File: config.mk
export PLATFORM = sky130hd
export DESIGN_NAME = mqtt_integer_field_decoder_top
export DESIGN_NICKNAME = d
export VERILOG_FILES = /design/src/hw/rtl/mifd_pkg.sv /design/src/hw/rtl/mifd_core.sv /design/src/hw/rtl/mqtt_integer_field_decoder_top.sv
export SDC_FILE = /design/constraint.sdc
export NUM_CORES = 1
export LEC_CHECK = 0
export ABC_CLOCK_PERIOD_IN_PS = 3400
export BUFFER_PORTS_ARGS = -buffer_cell sky130_fd_sc_hd__buf_2
export CORE_MARGIN = 2
export CORE_UTILIZATION = 50
export CTS_CLUSTER_SIZE = 28
export DETAILED_ROUTE_END_ITERATION = 7
export HOLD_SLACK_MARGIN = 0.15
export PLACE_DENSITY = 0.8
export SLEW_MARGIN = 5
export SYNTH_ARGS = -nofsm -noshare
export SYNTH_HDL_FRONTEND = slang
export SYNTH_SLANG_ARGS = --single-unit
File: constraint.sdc
create_clock -name clock -period 3.4 [get_ports clock]
set_input_delay 0.17 -clock clock [delete_from_list [all_inputs] [get_ports clock]]
set_output_delay 0.17 -clock clock [all_outputs]
set_load 0.1 [all_outputs]
File: src/hw/rtl/mifd_pkg.sv
// Package: shared types and codes for the MQTT integer field decoder.
`default_nettype none
package mifd_pkg;

   localparam int unsigned ValueWidth = 32;
   localparam int unsigned CountWidth = 3;
   localparam int unsigned MaxBytes   = 4;
   localparam int unsigned VbiBits    = 7;

   localparam logic [7:0] VbiGroupMask = 8'h7f;
   localparam logic [7:0] VbiMoreFlag  = 8'h80;

   typedef enum logic [1:0] {
      CMD_FEED      = 2'd0,
      CMD_START_VBI = 2'd1,
      CMD_START_TWO = 2'd2,
      CMD_START_FOUR = 2'd3
   } cmd_type;

   typedef enum logic [1:0] {
      ST_MORE   = 2'd0,
      ST_DONE   = 2'd1,
      ST_FORMAT = 2'd2,
      ST_CLOSED = 2'd3
   } status_type;

   typedef struct packed {
      status_type              status;
      logic [ValueWidth-1:0]   field_value;
      logic [CountWidth-1:0]   bytes_used;
   } rsp_type;

endpackage
`default_nettype wire

File: src/hw/rtl/mifd_core.sv
// Decode state and per-byte next-state and result logic.
`default_nettype none
module mifd_core (
   input  wire logic                  clock,
   input  wire logic                  reset,
   input  wire logic                  step,
   input  wire mifd_pkg::cmd_type     cmd,
   input  wire logic [7:0]            data_byte,
   output mifd_pkg::rsp_type          rsp
);

   logic                                 mode_ff, mode_in;
   logic [mifd_pkg::ValueWidth-1:0]      acc_ff, acc_in;
   logic [mifd_pkg::CountWidth-1:0]      used_ff, used_in;
   logic [mifd_pkg::CountWidth-1:0]      left_ff, left_in;
   logic [mifd_pkg::ValueWidth-1:0]      group;
   logic [mifd_pkg::CountWidth-1:0]      left_dec;
   logic                                 open;
   mifd_pkg::status_type                 status;

   always_comb begin
      group = {{(mifd_pkg::ValueWidth-8){1'b0}}, data_byte & mifd_pkg::VbiGroupMask};
      case (used_ff[1:0])
         2'd0:    group = group;
         2'd1:    group = group << mifd_pkg::VbiBits;
         2'd2:    group = group << (2 * mifd_pkg::VbiBits);
         default: group = group << (3 * mifd_pkg::VbiBits);
      endcase
   end

   assign left_dec = left_ff - 3'd1;
   assign open = (left_ff != 3'd0) && (left_ff <= 3'(mifd_pkg::MaxBytes))
              && (used_ff < 3'(mifd_pkg::MaxBytes));

   always_comb begin
      mode_in = mode_ff;
      acc_in  = acc_ff;
      used_in = used_ff;
      left_in = left_ff;
      status  = mifd_pkg::ST_MORE;
      unique case (cmd)
         mifd_pkg::CMD_START_VBI: begin
            mode_in = 1'b0;
            acc_in  = '0;
            used_in = '0;
            left_in = 3'(mifd_pkg::MaxBytes);
         end
         mifd_pkg::CMD_START_TWO: begin
            mode_in = 1'b1;
            acc_in  = '0;
            used_in = '0;
            left_in = 3'd2;
         end
         mifd_pkg::CMD_START_FOUR: begin
            mode_in = 1'b1;
            acc_in  = '0;
            used_in = '0;
            left_in = 3'(mifd_pkg::MaxBytes);
         end
         default: begin
            if (!open) begin
               status = mifd_pkg::ST_CLOSED;
            end else if (!mode_ff) begin
               acc_in  = acc_ff + group;
               used_in = used_ff + 3'd1;
               left_in = left_dec;
               if ((data_byte & mifd_pkg::VbiMoreFlag) == 8'h00) begin
                  left_in = '0;
                  status  = mifd_pkg::ST_DONE;
               end else if (left_dec == 3'd0) begin
                  status  = mifd_pkg::ST_FORMAT;
               end
            end else begin
               acc_in  = {acc_ff[mifd_pkg::ValueWidth-9:0], data_byte};
               used_in = used_ff + 3'd1;
               left_in = left_dec;
               if (left_dec == 3'd0) begin
                  status = mifd_pkg::ST_DONE;
               end
            end
         end
      endcase
   end

   always_ff @(posedge clock) begin
      if (reset) begin
         mode_ff <= 1'b0;
         acc_ff  <= '0;
         used_ff <= '0;
         left_ff <= '0;
      end else if (step) begin
         mode_ff <= mode_in;
         acc_ff  <= acc_in;
         used_ff <= used_in;
         left_ff <= left_in;
      end
   end

   assign rsp.status      = status;
   assign rsp.field_value = acc_in;
   assign rsp.bytes_used  = used_in;

endmodule
`default_nettype wire

File: src/hw/rtl/mqtt_integer_field_decoder_top.sv
// Top level: input register, decode core and result register.
//
// Decodes one MQTT integer field (variable-byte, two-byte or four-byte) from a byte
// stream, one byte per transfer, and returns one result per input transfer. Throughput
// is one transfer per cycle unless rsp_ready stalls the result register; each transfer
// passes the input register, the combinational decode core and the result register.
// Both advance when the result register is empty or drained; the input one also if empty.
`default_nettype none
module mqtt_integer_field_decoder_top (
   input  wire logic        clock,
   input  wire logic        reset,
   input  wire logic        req_valid,
   output logic             req_ready,
   input  wire logic [1:0]  req_cmd,
   input  wire logic [7:0]  req_data_byte,
   output logic             rsp_valid,
   input  wire logic        rsp_ready,
   output logic [1:0]       rsp_status,
   output logic [31:0]      rsp_field_value,
   output logic [2:0]       rsp_bytes_used
);

   logic                  in_vld_ff, in_vld_in;
   logic [1:0]            in_cmd_ff;
   logic [7:0]            in_byte_ff;
   logic                  out_vld_ff, out_vld_in;
   mifd_pkg::rsp_type     out_ff;
   mifd_pkg::rsp_type     core_rsp;
   logic                  advance;
   logic                  step;

   assign advance    = !out_vld_ff || rsp_ready;
   assign step       = advance && in_vld_ff;
   assign req_ready  = !in_vld_ff || advance;
   assign in_vld_in  = req_ready ? req_valid : in_vld_ff;
   assign out_vld_in = advance ? in_vld_ff : out_vld_ff;

   mifd_core u_core (
      .clock     (clock),
      .reset     (reset),
      .step      (step),
      .cmd       (mifd_pkg::cmd_type'(in_cmd_ff)),
      .data_byte (in_byte_ff),
      .rsp       (core_rsp)
   );

   always_ff @(posedge clock) begin
      if (reset) begin
         in_vld_ff  <= 1'b0;
         out_vld_ff <= 1'b0;
      end else begin
         in_vld_ff  <= in_vld_in;
         out_vld_ff <= out_vld_in;
      end
      if (req_ready && req_valid) begin
         in_cmd_ff  <= req_cmd;
         in_byte_ff <= req_data_byte;
      end
      if (step) begin
         out_ff <= core_rsp;
      end
   end

   assign rsp_valid       = out_vld_ff;
   assign rsp_status      = out_ff.status;
   assign rsp_field_value = out_ff.field_value;
   assign rsp_bytes_used  = out_ff.bytes_used;

   a_used_range: assert property (@(posedge clock) disable iff (reset)
      rsp_valid |-> rsp_bytes_used <= 3'(mifd_pkg::MaxBytes))
      else $error("bytes used out of range");

   a_format_len: assert property (@(posedge clock) disable iff (reset)
      (rsp_valid && rsp_status == mifd_pkg::ST_FORMAT) |-> rsp_bytes_used == 3'd4)
      else $error("format failure before fourth byte");

   a_start_zero: assert property (@(posedge clock) disable iff (reset)
      (rsp_valid && rsp_status == mifd_pkg::ST_MORE && rsp_bytes_used == 3'd0)
      |-> rsp_field_value == '0)
      else $error("opened field carries a value");

   a_hold_input: assert property (@(posedge clock) disable iff (reset)
      (in_vld_ff && !advance) |=> (in_vld_ff && $stable(in_cmd_ff) && $stable(in_byte_ff)))
      else $error("input register lost a stalled transfer");

endmodule
`default_nettype wire
==> results of run 1 <==
[cells by family (layout without fill, tap and decap cells)]
| group | count (synthesis) | in the layout | synth area share |
|---|---|---|---|
| compound gates | 212 | 212 | 0.231 |
| xor+xnor | 22 | 22 | 0.0342 |
| fa+ha+maj | 36 | 36 | 0.0812 |
| buf+inv | 55 | 166 | 0.0366 |
| flops | 88 | 88 | 0.396 |
| mux | 23 | 23 | 0.0408 |
| simple gates | 211 | 211 | 0.181 |
[cell type report]
cell class | instances | area (um2) | area share
Clock inverter | 7 | 88.8 | 0.0125
Inverter | 17 | 63.8 | 0.00898
Clock buffer | 9 | 225 | 0.0317
Tap cell | 140 | 175 | 0.0246
Timing Repair Buffer | 133 | 896 | 0.126
Multi-Input combinational cell | 504 | 3420 | 0.481
Sequential cell | 88 | 2240 | 0.315
[layer usage]
metal	share of wire	routed length, um
met5	0	0
met4	0.029	517
met3	0.11	1960
met2	0.45	8000
met1	0.41	7240
[per-stage QoR]
stage	instance area [um2]	setup WS, ns	power (uW)
global placement	6430	-0.158	1620
global route	7110	-0.156	2780
detailed placement	6430	-0.195	1630
CTS	6880	-0.0804	2690
finish	7110	-0.0696	2710
floorplan	5650	0.00969	1530
[cell usage in the layout, fill, tap and decap left out, types with 4 or more instances in the layout]
cell and count:
o21a_1 4, buf_4 70, a211oi_1 12, nor2_1 69
dlygate4sd3_1 11, and2_1 31, xnor2_1 13, nor3_1 14
a21oi_1 65, xor2_1 8, buf_2 52, nand2_1 45
o21ai_0 56, a22oi_1 6, a31oi_1 5, dfxtp_1 38
a21oi_2 6, edfxtp_1 47, nor2b_4 4, nand2b_1 7
or3_1 6, o31ai_1 4, ha_1 31, o21bai_1 4
clkbuf_16 9, nand3_1 11, mux2i_1 23, inv_1 15
a21o_1 12, o21ai_1 7, nor2b_1 5
[repair_timing]
item / in CTS / in global routing
setup endpoints to repair: 12 / 34
setup buffers: 1 / 7
hold buffers: 11 / 0
gates resized for setup: 6 / 38
endpoints found under the hold margin: 11 / 0
pin swaps: 1 / 14
[where the power goes]
part | internal [uW] | total (uW) | switching (uW)
Clock | 589 | 1070 | 477
Combinational | 112 | 449 | 338
Sequential | 1160 | 1190 | 31.5
Total | 1860 | 2710 | 846
[registers in the layout, indices dropped and copies added (netlist names)]
register,cells
rsp_field_value,32
u_core.acc_ff,32
in_byte_ff,8
rsp_bytes_used,3
u_core.left_ff,3
u_core.used_ff,3
in_cmd_ff,2
rsp_status,2
in_vld_ff,1
rsp_valid,1
u_core.mode_ff,1
[worst min-delay path, delay by kind of cell]
family | cells | cell delay, ns
buf+inv | 1 | 0.08
simple gates | 3 | 0.24
[worst paths after layout]
kind,from,end,slack [ns],depth (start not counted)
setup / recovery,u_core.used_ff[0]$_SDFFE_PP0P_,rsp_field_value[30]$_DFFE_PP_,-0.07,15
hold / removal,rsp_ready,rsp_valid$_SDFFE_PP0P_,0.19,4
setup reg to reg,u_core.used_ff[0]$_SDFFE_PP0P_,rsp_field_value[30]$_DFFE_PP_,-0.07,15
hold reg to reg,u_core.left_ff[2]$_SDFFE_PP0P_,u_core.left_ff[2]$_SDFFE_PP0P_,0.49,2
==> impl_metrics.tcl, run 1 <==
set metrics [dict create \
    yosys-top-cells-count "nor2_1, a21oi_1, o21ai_0, edfxtp_1, nand2_1" \
    cts_buffers 9 \
    ios 53 \
    setup_viol 6 \
    path_class "flop to flop" \
    dp_cells 863 \
    synthArstFlopShare 0 \
    cp_slowest_cell "or4_4" \
    vias 5637 \
    grt_pass1_wl_um 26600 \
    antenna_cells 0 \
    finClkSkew_ns 0.00939 \
    clock_latency_ns 0.35 \
    critPathLaunchType "flop" \
    grt_max_degree 61 \
    routed_wl_um 17700 \
    grt-ovfl-total 0 \
    die_area_mm2 0.0121 \
    fill_cells 837 \
    cp-end-kind "flop" \
    synth_edf_count 47 \
    yosys.area.top_type "edfxtp_1" \
    top_usage_layer "met2" \
    row_count 38 \
    drt_iter0_drc 761 \
    cts.sinks 88 \
    max-slew-margin-rel 0.482 \
    critPathMaxFanout 3 \
    nets 803 \
    stdcell_count 898 \
    ys_ff_latch 88 \
    ys_types 56 \
    die_w_um 110 \
    ys_seq_area_frac 0.396 \
    fp.dieH_um 110 \
    grt_use_met3 0.0506 \
    cts_max_level 3 \
    drv_cap 0 \
    hpwl_um 12300 \
    fin_util 0.650 \
    whs_ns 0.193 \
    grt_usage 0.288 \
    io_buffers 52 \
    leakagePower_uw 0.00289 \
    drt-pass1-iter-count 5 \
    powerDensity_mw_per_mm2 381 \
    slowest_delay_ns 0.56 \
    clk_pin_slew_ns 0.07 \
    slew_violations 0 \
    synthCells 647 \
    hold_violations 0 \
    start_util 0.516 \
    yosysWarnings 0 \
    clk_path_buf_depth 2 \
    use_met2 0.446 \
    gp_congestion 1.00 \
    setup_slack_ns -0.0696 \
    wire_per_inst_um 19.7 \
    status "complete, but fails checks" \
    synth_top_flop_cell "edfxtp_1" \
    fmax_mhz 288 \
    synthTopCellsByArea "edfxtp_1, dfxtp_1, ha_1" \
    synth.net_count 697 \
    finalSetupTns_ns -0.249 \
    crit_buf_inv 2 \
    synth_top_cell_area_share 0.250 \
    worstMarginPinSlew_ns 0.777 \
    cts_root_buf "clkbuf_16" \
    path_cells "inv_2 -> ha_1 -> nor2b_4 -> and2_4 -> ha_4 -> inv_1 -> fa_2 -> and2b_1 -> o2111ai_2 -> a21oi_2 -> o221ai_2 -> or4_4 -> a21oi_4 -> mux2i_1 -> a21oi_1" \
    use_met1 0.401 \
    syn_avg_cell_area_um2 8.72 \
    min_period_ns 3.47 \
    violations "negative setup slack" \
    cp.required_ns 3.48 \
    peakVddDrop_mv 0.293 \
    cts_tree "done" \
    core-area_mm2 0.0109 \
    rsz0062_at_grt "true" \
    cp_top_family "simple AND/OR/NAND/NOR gates" \
    worstPathArrival_ns 3.55 \
    via_per_inst 6.28 \
    ant_nets 0 \
    hold_path.class "primary input to flop" \
    period_share 1.02 \
    antenna_found_initial 0 \
    syn2layout_area_growth_pct 26.0 \
    synth_area_mm2 0.00564 \
    drc_errors 0 \
    drive_above_1_share 0.243 \
    yosysMostFrequentCell "nor2_1" \
    grt_pass1_vias 5103 \
]
(Power assumes the default switching activity.)
==> run 2, diff against run 1 <==
Settings changed: ABC_CLOCK_PERIOD_IN_PS 3400 to 4300, PLACE_DENSITY 0.8 to 0.77, SLEW_MARGIN 5 to default.
Clock period 3.4 ns to 4.3 ns, I/O delays scaled along.
==> run 2 against run 1 <==
Compared with the run above: die area stayed put; the flow now finishes without violations; via count is 8.1% lower; cell area is 9.9% lower; clock power down 24%; sequential share of layout area grew 3.4 points; sequential power shrank 20%; utilization shrank 6.4 points; non-clock buffer count shrank 65; critical path depth decreased by 1; flip-flop and latch count did not move; power is 23% lower; count of clock-buffer cells in the layout did not move.
==> impl_metrics.tcl, run 2 (synthesis gave the netlist of run 1 again) <==
set metrics [dict create \
    core-area_mm2 0.0109 \
    cp.required_ns 4.38 \
    cpMostUsedCell "ha_1" \
    detailed_place.area_mm2 0.00599 \
    fmax_mhz 247 \
    holdPathEnd "rsp_valid$_SDFFE_PP0P_" \
    r2r_slack_ns 0.24 \
    critPathMaxFanout 9 \
    setup_viol 0 \
    fin_area_mm2 0.00641 \
    ios 53 \
    drc_errors 0 \
    layout_common_cells "nor2_1, a21oi_1, o21ai_0" \
    ff2ff_path_depth 14 \
    clk_pin_slew_ns 0.07 \
    vias 5183 \
    gp_congestion 0.938 \
    max-slew-margin-rel 0.307 \
    slew_violations 0 \
    cts_max_level 3 \
    antenna_found_initial 0 \
    fill_cells 929 \
    cts_tree "done" \
    drive_above_1_share 0.131 \
    peakVddDrop_mv 0.253 \
    grt_usage 0.267 \
    leakagePower_uw 0.00251 \
    die_area_mm2 0.0121 \
    routed_wl_um 15900 \
    worstMarginPinSlew_ns 1.04 \
    hp-start "rsp_ready" \
    path_class "flop to flop" \
    die_w_um 110 \
    cts_root_buf "clkbuf_16" \
    cp_slowest_cell "or4_4" \
    via_per_inst 6.22 \
    setup_slack_ns 0.244 \
    hold_violations 0 \
    min_period_ns 4.06 \
    wire_per_inst_um 19.1 \
    finalSetupTns_ns 0 \
    drt-pass1-iter-count 5 \
    critPathLaunchType "flop" \
    grt_pass1_wl_um 24500 \
    grt-ovfl-total 0 \
    ant_nets 0 \
    whs_path_depth 4 \
    finClkSkew_ns 0.00703 \
    start_util 0.516 \
    rr_startpoint "u_core.used_ff[0]$_SDFFE_PP0P_" \
    hold_path.class "primary input to flop" \
    powerDensity_mw_per_mm2 325 \
    antenna_cells 0 \
    row_count 38 \
    syn2layout_area_growth_pct 13.6 \
    cts.sinks 88 \
    cp-end-kind "flop" \
    nets 738 \
    io_buffers 52 \
    worstPathArrival_ns 4.14 \
    cts_buffers 9 \
    grt_pass1_vias 4604 \
    crit_start "u_core.used_ff[0]$_SDFFE_PP0P_" \
    hpwl_um 11600 \
    clk_path_buf_depth 2 \
    slowest_delay_ns 0.60 \
    drv_cap 0 \
    drt_iter0_drc 539 \
    fp.dieH_um 110 \
    reg2reg_to "rsp_field_value[28]$_DFFE_PP_" \
    clock_latency_ns 0.34 \
    rsz0062_at_grt "false" \
    grt_max_degree 52 \
    path_cells "ha_1 -> nor2b_2 -> and2_1 -> ha_1 -> inv_1 -> fa_1 -> and2b_1 -> o2111ai_1 -> a21oi_2 -> o221ai_2 -> or4_4 -> nand2_1 -> mux2i_1 -> o31ai_1" \
    pre_cts_slack_ns 0.228 \
    period_share 0.943 \
    status "finished, final reports clean" \
]
-- run 2: changes by cell type in the layout (fill, tap and decap cells not counted), sizes merged --
cell,previous run,this run
buf,122,57
clkinv,2,1
clkinvlp,1,2
-- run 2: timing repair --
item                                   4_1_cts  5_1_grt
resized for setup                            0        1
hold buffers                                11        0
endpoints found under the hold margin       11        0
setup endpoints to repair                    0        2
buffers inserted                             0        0
-- run 2: per-stage QoR --
step           cells  power [uW]  hold slack, ns  utilization
2_1_floorplan    647        1210           0.314            -
3_3_place_gp     806        1270           0.394        0.548
3_5_place_dp     806        1280           0.396        0.548
4_1_cts          833        2080           0.226        0.586
5_1_grt          833        2150           0.253        0.586
6_report         833        2090           0.233        0.586
-- run 2: layout make-up --
type / count / area [um2] / share of cell area
Clock buffer: 9 / 225 / 0.0351
Clock inverter: 7 / 78.8 / 0.0123
Timing Repair Buffer: 68 / 408 / 0.0637
Multi-Input combinational cell: 504 / 3220 / 0.503
Sequential cell: 88 / 2230 / 0.349
Tap cell: 140 / 175 / 0.0273
Inverter: 17 / 63.8 / 0.00996
-- run 2: worst max path at each step --
| stage | slack (ns) | cells after the start | to |
|---|---|---|---|
| after floorplan | 0.78 | 14 | rsp_field_value[30]$_DFFE_PP_ |
| after global placement | 0.47 | 14 | rsp_field_value[30]$_DFFE_PP_ |
| after detailed placement | 0.23 | 14 | rsp_field_value[28]$_DFFE_PP_ |
| after CTS | 0.19 | 14 | rsp_field_value[28]$_DFFE_PP_ |
| after global routing | 0.06 | 14 | rsp_field_value[30]$_DFFE_PP_ |
| final | 0.24 | 14 | rsp_field_value[28]$_DFFE_PP_ |
-- run 2: layer usage --
layer  global-route usage  vias up  routed length (um)
li1                     -     2424                   -
met1                0.376     2460                6790
met2                0.426      273                7450
met3               0.0447       26                1380
met4               0.0723        0                 290
met5                    0        -                   0
-- run 2: worst max-delay path: cells and delay by family, from the launching register on --
family          cells  cell delay (ns)
fa+ha+maj           3             0.89
buf+inv             1             0.06
flops               1             0.38
mux                 1             0.26
simple gates        5             1.47
compound gates      4             0.74
-- run 2: power breakdown --
| group | switching [uW] | internal (uW) |
|---|---|---|
| clock network | 357 | 458 |
| registers | 31.7 | 918 |
| logic | 247 | 73.4 |
| total | 636 | 1450 |
